===== src/rtl/shbh_pkg.sv =====
`timescale 1ns / 1ps
`default_nettype none
// ----------------------------------------------------------------------------
// shbh_pkg
// Shared constants, types and round functions of the SHA-256 byte stream
// hasher.
// ----------------------------------------------------------------------------
package shbh_pkg;

    localparam int BLOCK_BYTES = 64;
    localparam int BLOCK_BITS  = BLOCK_BYTES * 8;
    localparam int WORD_BITS   = 32;
    localparam int NUM_ROUNDS  = 64;
    localparam int HASH_WORDS  = 8;

    // byte position where the 64-bit length field starts
    localparam logic [5:0] LEN_POS    = 6'd56;
    localparam logic [5:0] LAST_POS   = 6'd63;
    localparam logic [7:0] PAD_MARK   = 8'h80;
    localparam logic [5:0] LAST_ROUND = 6'd63;
    localparam logic [2:0] LAST_WORD  = 3'd7;

    typedef logic [WORD_BITS-1:0] word_t;

    // working variables a..h, element 0 is a
    typedef logic [HASH_WORDS-1:0][WORD_BITS-1:0] work_vars_t;

    function automatic word_t big_sigma0(input word_t x);
        return {x[1:0], x[31:2]} ^ {x[12:0], x[31:13]} ^ {x[21:0], x[31:22]};
    endfunction

    function automatic word_t big_sigma1(input word_t x);
        return {x[5:0], x[31:6]} ^ {x[10:0], x[31:11]} ^ {x[24:0], x[31:25]};
    endfunction

    function automatic word_t small_sigma0(input word_t x);
        return {x[6:0], x[31:7]} ^ {x[17:0], x[31:18]} ^ (x >> 3);
    endfunction

    function automatic word_t small_sigma1(input word_t x);
        return {x[16:0], x[31:17]} ^ {x[18:0], x[31:19]} ^ (x >> 10);
    endfunction

    // initial hash value
    function automatic word_t init_hash(input logic [2:0] idx);
        word_t v;
        case (idx)
            3'd0:    v = 32'h6a09e667;
            3'd1:    v = 32'hbb67ae85;
            3'd2:    v = 32'h3c6ef372;
            3'd3:    v = 32'ha54ff53a;
            3'd4:    v = 32'h510e527f;
            3'd5:    v = 32'h9b05688c;
            3'd6:    v = 32'h1f83d9ab;
            default: v = 32'h5be0cd19;
        endcase
        return v;
    endfunction

    // round constants
    function automatic word_t round_const(input logic [5:0] idx);
        word_t v;
        case (idx)
            6'd0:  v = 32'h428a2f98;  6'd1:  v = 32'h71374491;
            6'd2:  v = 32'hb5c0fbcf;  6'd3:  v = 32'he9b5dba5;
            6'd4:  v = 32'h3956c25b;  6'd5:  v = 32'h59f111f1;
            6'd6:  v = 32'h923f82a4;  6'd7:  v = 32'hab1c5ed5;
            6'd8:  v = 32'hd807aa98;  6'd9:  v = 32'h12835b01;
            6'd10: v = 32'h243185be;  6'd11: v = 32'h550c7dc3;
            6'd12: v = 32'h72be5d74;  6'd13: v = 32'h80deb1fe;
            6'd14: v = 32'h9bdc06a7;  6'd15: v = 32'hc19bf174;
            6'd16: v = 32'he49b69c1;  6'd17: v = 32'hefbe4786;
            6'd18: v = 32'h0fc19dc6;  6'd19: v = 32'h240ca1cc;
            6'd20: v = 32'h2de92c6f;  6'd21: v = 32'h4a7484aa;
            6'd22: v = 32'h5cb0a9dc;  6'd23: v = 32'h76f988da;
            6'd24: v = 32'h983e5152;  6'd25: v = 32'ha831c66d;
            6'd26: v = 32'hb00327c8;  6'd27: v = 32'hbf597fc7;
            6'd28: v = 32'hc6e00bf3;  6'd29: v = 32'hd5a79147;
            6'd30: v = 32'h06ca6351;  6'd31: v = 32'h14292967;
            6'd32: v = 32'h27b70a85;  6'd33: v = 32'h2e1b2138;
            6'd34: v = 32'h4d2c6dfc;  6'd35: v = 32'h53380d13;
            6'd36: v = 32'h650a7354;  6'd37: v = 32'h766a0abb;
            6'd38: v = 32'h81c2c92e;  6'd39: v = 32'h92722c85;
            6'd40: v = 32'ha2bfe8a1;  6'd41: v = 32'ha81a664b;
            6'd42: v = 32'hc24b8b70;  6'd43: v = 32'hc76c51a3;
            6'd44: v = 32'hd192e819;  6'd45: v = 32'hd6990624;
            6'd46: v = 32'hf40e3585;  6'd47: v = 32'h106aa070;
            6'd48: v = 32'h19a4c116;  6'd49: v = 32'h1e376c08;
            6'd50: v = 32'h2748774c;  6'd51: v = 32'h34b0bcb5;
            6'd52: v = 32'h391c0cb3;  6'd53: v = 32'h4ed8aa4a;
            6'd54: v = 32'h5b9cca4f;  6'd55: v = 32'h682e6ff3;
            6'd56: v = 32'h748f82ee;  6'd57: v = 32'h78a5636f;
            6'd58: v = 32'h84c87814;  6'd59: v = 32'h8cc70208;
            6'd60: v = 32'h90befffa;  6'd61: v = 32'ha4506ceb;
            6'd62: v = 32'hbef9a3f7;  6'd63: v = 32'hc67178f2;
            default: v = '0;
        endcase
        return v;
    endfunction

endpackage
`default_nettype wire


===== src/rtl/shbh_round.sv =====
`timescale 1ns / 1ps
`default_nettype none
// ----------------------------------------------------------------------------
// shbh_round
// One SHA-256 compression round plus one message schedule step, shared by
// all 64 rounds of a block.
// ----------------------------------------------------------------------------
module shbh_round
    import shbh_pkg::*;
(
    input  var work_vars_t vars_in,
    input  var word_t      w_t,     // schedule word of this round
    input  var word_t      w_t1,
    input  var word_t      w_t9,
    input  var word_t      w_t14,
    input  var word_t      k_t,
    output var work_vars_t vars_out,
    output var word_t      w_new    // schedule word sixteen rounds ahead
);

    word_t ch;
    word_t maj;
    word_t t1;
    word_t t2;

    // round function
    always_comb begin
        ch  = (vars_in[4] & vars_in[5]) ^ (~vars_in[4] & vars_in[6]);
        maj = (vars_in[0] & vars_in[1]) ^ (vars_in[0] & vars_in[2])
            ^ (vars_in[1] & vars_in[2]);
        t1  = vars_in[7] + big_sigma1(vars_in[4]) + ch + w_t + k_t;
        t2  = big_sigma0(vars_in[0]) + maj;
        vars_out[0] = t1 + t2;
        vars_out[1] = vars_in[0];
        vars_out[2] = vars_in[1];
        vars_out[3] = vars_in[2];
        vars_out[4] = vars_in[3] + t1;
        vars_out[5] = vars_in[4];
        vars_out[6] = vars_in[5];
        vars_out[7] = vars_in[6];
    end

    // message schedule expansion
    assign w_new = small_sigma1(w_t14) + w_t9 + small_sigma0(w_t1) + w_t;

endmodule
`default_nettype wire


===== src/rtl/sha256_byte_stream_hasher.sv =====
`timescale 1ns / 1ps
`default_nettype none
// ----------------------------------------------------------------------------
// sha256_byte_stream_hasher
// SHA-256 over a byte stream, at most one message byte per input transaction,
// eight digest words out per message.
// ----------------------------------------------------------------------------
// A byte transaction is taken whenever s_ready is high while the current
// 64-byte block fills. The byte that completes a block starts the
// compression: one round per cycle on a single shared round unit, 64 rounds
// and then a finish step that adds into the chaining value, with s_ready low
// throughout, so no byte is taken while a block is compressed. A transaction
// marked last then pads one byte per cycle (an extra padding block when the
// length field does not fit), runs the final compression(s) and presents the
// eight digest words, word 0 first, on the m_ channel, one per transaction.
// After word 7 is taken the block returns to its initial state and accepts
// the next message. A last transaction without a byte closes the message,
// so it also hashes an empty message.
// ----------------------------------------------------------------------------
module sha256_byte_stream_hasher
    import shbh_pkg::*;
(
    input  var logic        aclk,
    input  var logic        aresetn,
    input  var logic        s_valid,
    output var logic        s_ready,
    input  var logic [7:0]  s_msg_byte,
    input  var logic        s_byte_present,
    input  var logic        s_is_last,
    output var logic        m_valid,
    input  var logic        m_ready,
    output var logic [31:0] m_digest_word,
    output var logic [2:0]  m_word_index,
    output var logic        m_last_word
);

    typedef enum logic [2:0] {
        ST_IDLE,
        ST_PAD,
        ST_COMPRESS,
        ST_FINISH,
        ST_OUT
    } state_t;

    state_t                  state_reg, state_next;
    logic [BLOCK_BITS-1:0]   window_reg, window_next;
    logic [5:0]              fill_reg, fill_next;
    logic [60:0]             byte_count_reg, byte_count_next;
    word_t                   h_reg [HASH_WORDS];
    word_t                   h_next [HASH_WORDS];
    work_vars_t              vars_reg, vars_next;
    logic [5:0]              round_reg, round_next;
    logic [2:0]              out_idx_reg, out_idx_next;
    logic                    close_reg, close_next;
    logic                    mark_reg, mark_next;
    logic                    len_ok_reg, len_ok_next;
    logic                    final_reg, final_next;

    work_vars_t              vars_round;
    work_vars_t              h_packed;
    word_t                   w_new;
    logic [63:0]             bit_total;
    logic [2:0]              len_lane;
    logic [7:0]              len_byte;
    logic [7:0]              pad_byte;
    logic                    s_fire;
    logic                    m_fire;

    assign s_fire = s_valid & s_ready;
    assign m_fire = m_valid & m_ready;

    // shared round unit
    shbh_round u_round (
        .vars_in  (vars_reg),
        .w_t      (window_reg[BLOCK_BITS-1 -: WORD_BITS]),
        .w_t1     (window_reg[BLOCK_BITS-1*WORD_BITS-1 -: WORD_BITS]),
        .w_t9     (window_reg[BLOCK_BITS-9*WORD_BITS-1 -: WORD_BITS]),
        .w_t14    (window_reg[BLOCK_BITS-14*WORD_BITS-1 -: WORD_BITS]),
        .k_t      (round_const(round_reg)),
        .vars_out (vars_round),
        .w_new    (w_new)
    );

    // padding byte: marker, zeros, then big-endian bit length
    always_comb begin
        bit_total = {byte_count_reg, 3'b000};
        len_lane  = 3'd7 - fill_reg[2:0];
        len_byte  = 8'(bit_total >> {len_lane, 3'b000});
        if (!mark_reg) begin
            pad_byte = PAD_MARK;
        end else if ((fill_reg < LEN_POS) || !len_ok_reg) begin
            pad_byte = '0;
        end else begin
            pad_byte = len_byte;
        end
    end

    always_comb begin
        for (int i = 0; i < HASH_WORDS; i++) begin
            h_packed[i] = h_reg[i];
        end
    end

    // sequencer next state
    always_comb begin
        state_next      = state_reg;
        window_next     = window_reg;
        fill_next       = fill_reg;
        byte_count_next = byte_count_reg;
        round_next      = round_reg;
        out_idx_next    = out_idx_reg;
        close_next      = close_reg;
        mark_next       = mark_reg;
        len_ok_next     = len_ok_reg;
        final_next      = final_reg;
        vars_next       = h_packed;
        for (int i = 0; i < HASH_WORDS; i++) begin
            h_next[i] = h_reg[i];
        end

        unique case (state_reg)
            ST_IDLE: begin
                if (s_fire) begin
                    if (s_byte_present) begin
                        window_next     = {window_reg[BLOCK_BITS-9:0], s_msg_byte};
                        fill_next       = fill_reg + 6'd1;
                        byte_count_next = byte_count_reg + 61'd1;
                    end
                    close_next = s_is_last;
                    if (s_byte_present && (fill_reg == LAST_POS)) begin
                        final_next = 1'b0;
                        state_next = ST_COMPRESS;
                    end else if (s_is_last) begin
                        state_next = ST_PAD;
                    end
                end
            end

            ST_PAD: begin
                window_next = {window_reg[BLOCK_BITS-9:0], pad_byte};
                fill_next   = fill_reg + 6'd1;
                if (!mark_reg) begin
                    mark_next   = 1'b1;
                    len_ok_next = (fill_reg < LEN_POS);
                end
                if (fill_reg == LAST_POS) begin
                    final_next = len_ok_reg;
                    state_next = ST_COMPRESS;
                end
            end

            ST_COMPRESS: begin
                vars_next   = vars_round;
                window_next = {window_reg[BLOCK_BITS-WORD_BITS-1:0], w_new};
                round_next  = round_reg + 6'd1;
                if (round_reg == LAST_ROUND) begin
                    state_next = ST_FINISH;
                end
            end

            ST_FINISH: begin
                for (int i = 0; i < HASH_WORDS; i++) begin
                    h_next[i] = h_reg[i] + vars_reg[i];
                end
                if (final_reg) begin
                    state_next = ST_OUT;
                end else if (close_reg) begin
                    if (mark_reg) begin
                        len_ok_next = 1'b1;
                    end
                    state_next = ST_PAD;
                end else begin
                    state_next = ST_IDLE;
                end
            end

            ST_OUT: begin
                if (m_fire) begin
                    out_idx_next = out_idx_reg + 3'd1;
                    if (out_idx_reg == LAST_WORD) begin
                        for (int i = 0; i < HASH_WORDS; i++) begin
                            h_next[i] = init_hash(3'(i));
                        end
                        byte_count_next = '0;
                        fill_next       = '0;
                        close_next      = 1'b0;
                        mark_next       = 1'b0;
                        len_ok_next     = 1'b0;
                        final_next      = 1'b0;
                        state_next      = ST_IDLE;
                    end
                end
            end

            default: begin
                state_next = ST_IDLE;
            end
        endcase
    end

    // state, control and chaining value registers
    always_ff @(posedge aclk) begin
        if (!aresetn) begin
            state_reg      <= ST_IDLE;
            fill_reg       <= '0;
            byte_count_reg <= '0;
            round_reg      <= '0;
            out_idx_reg    <= '0;
            close_reg      <= 1'b0;
            mark_reg       <= 1'b0;
            len_ok_reg     <= 1'b0;
            final_reg      <= 1'b0;
            for (int i = 0; i < HASH_WORDS; i++) begin
                h_reg[i] <= init_hash(3'(i));
            end
        end else begin
            state_reg      <= state_next;
            fill_reg       <= fill_next;
            byte_count_reg <= byte_count_next;
            round_reg      <= round_next;
            out_idx_reg    <= out_idx_next;
            close_reg      <= close_next;
            mark_reg       <= mark_next;
            len_ok_reg     <= len_ok_next;
            final_reg      <= final_next;
            for (int i = 0; i < HASH_WORDS; i++) begin
                h_reg[i] <= h_next[i];
            end
        end
    end

    // block data and working variables
    always_ff @(posedge aclk) begin
        window_reg <= window_next;
        vars_reg   <= vars_next;
    end

    // port drive
    assign s_ready       = (state_reg == ST_IDLE);
    assign m_valid       = (state_reg == ST_OUT);
    assign m_digest_word = h_reg[out_idx_reg];
    assign m_word_index  = out_idx_reg;
    assign m_last_word   = (out_idx_reg == LAST_WORD);

    // checks
    a_last_blocks_input: assert property (@(posedge aclk) disable iff (!aresetn)
        (s_fire && s_is_last) |=> !s_ready)
        else $error("input taken right after a closing transaction");

    a_no_overlap: assert property (@(posedge aclk) disable iff (!aresetn)
        !(s_ready && m_valid))
        else $error("input and digest channels active together");

    a_round_idle: assert property (@(posedge aclk) disable iff (!aresetn)
        (state_reg != ST_COMPRESS) |-> (round_reg == '0))
        else $error("round counter not at zero outside compression");

    a_digest_aligned: assert property (@(posedge aclk) disable iff (!aresetn)
        m_valid |-> (fill_reg == '0))
        else $error("digest presented with a partial block buffered");

    a_return_idle: assert property (@(posedge aclk) disable iff (!aresetn)
        (m_fire && m_last_word) |=> (s_ready && (byte_count_reg == '0)))
        else $error("no return to initial state after final digest word");

endmodule
`default_nettype wire

===== config.mk =====
export PLATFORM = sky130hd
export DESIGN_NAME = sha256_byte_stream_hasher
export DESIGN_NICKNAME = d
export VERILOG_FILES = /design/src/rtl/shbh_pkg.sv /design/src/rtl/shbh_round.sv /design/src/rtl/sha256_byte_stream_hasher.sv
export SDC_FILE = /design/constraint.sdc
export NUM_CORES = 2
export LEC_CHECK = 0
export ABC_AREA = 1
export BUFFER_PORTS_ARGS = -buffer_cell sky130_fd_sc_hd__buf_2
export CORE_MARGIN = 1
export CORE_UTILIZATION = 55
export CTS_BUF_LIST = sky130_fd_sc_hd__clkbuf_4 sky130_fd_sc_hd__clkbuf_8 sky130_fd_sc_hd__clkbuf_16
export DETAILED_ROUTE_END_ITERATION = 12
export PLACE_DENSITY = 0.83
export SLEW_MARGIN = 20
export SYNTH_ARGS = -nofsm -noshare
export SYNTH_HDL_FRONTEND = slang
export SYNTH_HIERARCHICAL = 1
export SYNTH_SLANG_ARGS = --single-unit

===== constraint.sdc =====
create_clock -name aclk -period 36.7 [get_ports aclk]
set_clock_uncertainty 0.05 [all_clocks]
set_input_delay 1.835 -clock aclk [delete_from_list [all_inputs] [get_ports aclk]]
set_output_delay 1.835 -clock aclk [all_outputs]
set_load 0.005 [all_outputs]

==> results.txt <==
number of global-route vias before repair = 74600
maximum root-to-sink buffer count = 3
highest clock rate = 0.153 GHz
hpwl dp = 233000 µm
post-synth top area share = 0.199
H-tree lvl count = 4
IO buf count = 51
DRT iter0 DRCs = 10700
clk_lat worst skew = 0.83 ns
crit end category = output pin
vias after detailed routing = 81600
Yosys top cell by area = nand2_1
layout cells sized above 1 = 0.0372
Critical Path Fanout Max = 49
Ys Warns = 6
gp weighted congestion = 1.07
Synth Area per Inst = 6.77 µm²
chip width = 395 µm
DRT Pass-1 Iters = 10
clock sink count = 1142
Cell Chain, Critical Path = clkinv_2, buf_4, nor2_1, o21ai_0, a21oi_1, a31oi_1, buf_2
multi-input logic area = 0.0468 mm²
Cells after Synth = 12500
Post-synth EDFFs = 512
CTS clk-pin slew, worst paths = 0.06 ns
register area = 0.0280 mm²
max FFs per register = 512
post-route antenna net violation count = 0
fillcell total = 14400
GRT Total Usage = 0.385
slowest stage delay, CP = 1.13 ns
global-route wire length before repair = 456000 µm
Post-CTS Resized = 0
Slew Limit Fails = 0
r2r setup slk = 30.34 ns
Core Util, Final = 0.589
worst r2r dst = vars_reg[27]
Post-Syn Area = 0.0849 mm²
routed wire length = 307000 µm
Critical R2R Launch = window_reg[481]
Critical Path Start Type = flop
Area growth syn-to-layout = 5.92%
status = completed
critical path data required time = 34.81 ns
most area-consuming cells after synthesis = nand2_1, edfxtp_1, dfxtp_1, inv_1, ha_1
max-cap violations = 0
postcts setup bufs = 0
Rel. slew slack = 0.0331
Final nets = 12800
largest net degree at the start of global routing = 221
initial antenna violation count = 13
slowest CP cell = a21oi_1
ys async rst share = 0
Vias/cell = 5.69
Synth Flop Type = dfxtp_1
hold slack = 0.414 ns
type of the worst min-delay path = reg -> reg
worst-case reg-to-reg path depth = 27
Worst Path Arrival = 4.66 ns
crit path capture = m_digest_word[21]
final period utilization = 0.178
crit path kind = reg -> out
Cell Rows = 143
Num CTS Buffers = 130
#FFs+latches synth = 1142
Unique masters post-synth = 61
CTS tree = built
die height = 395 µm
Die Area = 0.156 mm²
CTS root buf = clkbuf_16
grt ovf = 0
Post-Route Setup TNS = 0 ns
drt drc = 0
post-layout min period = 6.55 ns
Initial Util = 0.556
cts hold-fix bufs = 0
Final Hold Vio Count = 0
setup violators final = 0
CORE AREA = 0.153 mm²
I/O pin count = 52
RSZ-0062 raised after global routing = no
Syn Nets = 13100
Wirelength per Cell = 21.4 µm
sequential-to-total area share from yosys stat = 0.330
Worst Max-Slew Pin Slew = 1.45 ns
## Yosys cell counts (all sizes together), types with 4 or more instances
master and instances:
mux2 28, a21boi 14, o211ai 50, nand2 4526
o21bai 78, nand4 92, edfxtp 512, dfxtp 630
o21a 18, o31ai 10, a31oi 44, and2 19
buf 282, a221oi 7, a211oi 9, nor2 681
o22ai 16, o221ai 6, nand3b 19, clkbuf 307
or2 22, a21o 38, nor3 96, xnor2 157
o311ai 4, fa 195, xor2 234, a21oi 681
nand3 724, inv 1882, o21ai 749, ha 393
## metrics by stage
step | setup slack [ns] | cell area [µm²] | std cells
3_5_place_dp | 30.52 | 85200 | 14100
6_report | 30.15 | 89900 | 14300
5_1_grt | 30.00 | 89900 | 14300
4_1_cts | 30.24 | 89900 | 14300
2_1_floorplan | 11.89 | 84900 | 12500
3_3_place_gp | 30.54 | 85200 | 14100
## worst min-delay path by stage
stage / from / to / slack (ns) / depth (start not counted)
final: byte_count_reg[60] / byte_count_reg[60] / 0.41 / 2
after global routing: h_reg[4][10] / vars_reg[138] / 0.44 / 2
after CTS: byte_count_reg[60] / byte_count_reg[60] / 0.42 / 2
after detailed placement: byte_count_reg[60] / byte_count_reg[60] / 0.41 / 2
after global placement: final_reg / state_reg[2] / 0.40 / 2
after floorplan: byte_count_reg[60] / byte_count_reg[60] / 0.38 / 2
## cells in the final DEF, fill, tap and decap left out, drive strengths merged, types with 15 or more instances in the layout
cell type     n
o21a         18
o21ai       749
or2          22
mux2         28
o21bai       78
bufinv       15
nand3b       19
clkinv       45
a21oi       681
nor3         96
o22ai        16
inv        1891
dfxtp       630
o211ai       50
ha          393
xnor2       157
nand3       724
nand4        92
nand2      4526
clkbuf      167
and2         19
buf         113
xor2        234
edfxtp      512
nor2        681
fa          195
a31oi        44
a21o         38
## worst max-delay path, delay by kind of cell, from the launching register on
family,cells,cell delay (ns)
flip-flops,1,0.61
buffers and inverters,3,1.35
AO/OA/AOI/OAI,3,1.66
AND/OR/NAND/NOR,1,0.14
## cell type report
class                   count  share of cell area
clock inverters            69              0.0108
diodes                      5            0.000139
multi-input cells        8926               0.521
well taps                2030              0.0282
clock buffers             167              0.0408
repair buffers            113             0.00872
inverters                1885              0.0790
flip-flops and latches   1142               0.311
## cell families after synthesis
group	count (synthesis)	share of synthesized area
AND/OR/NAND/NOR	6187	0.292
multiplexers	30	0.00395
buffers and inverters	2474	0.119
flip-flops	1142	0.330
AO/OA/AOI/OAI	1729	0.111
adder cells (fa/ha/maj)	589	0.104
XOR/XNOR	391	0.0403
## metal layers
layer | vias up | part of all wire | track usage | routed length (µm)
met2 | 4503 | 0.42 | 0.569 | 128000
met1 | 37400 | 0.40 | 0.512 | 122000
met4 | 12 | 0.075 | 0.247 | 23000
met5 | - | 0.00024 | 0 | 74
li1 | 38700 | - | - | -
met3 | 980 | 0.11 | 0.0809 | 34200
Power is not shown: default switching activity piles up to over one toggle a cycle in this logic, so the estimate is an artifact.
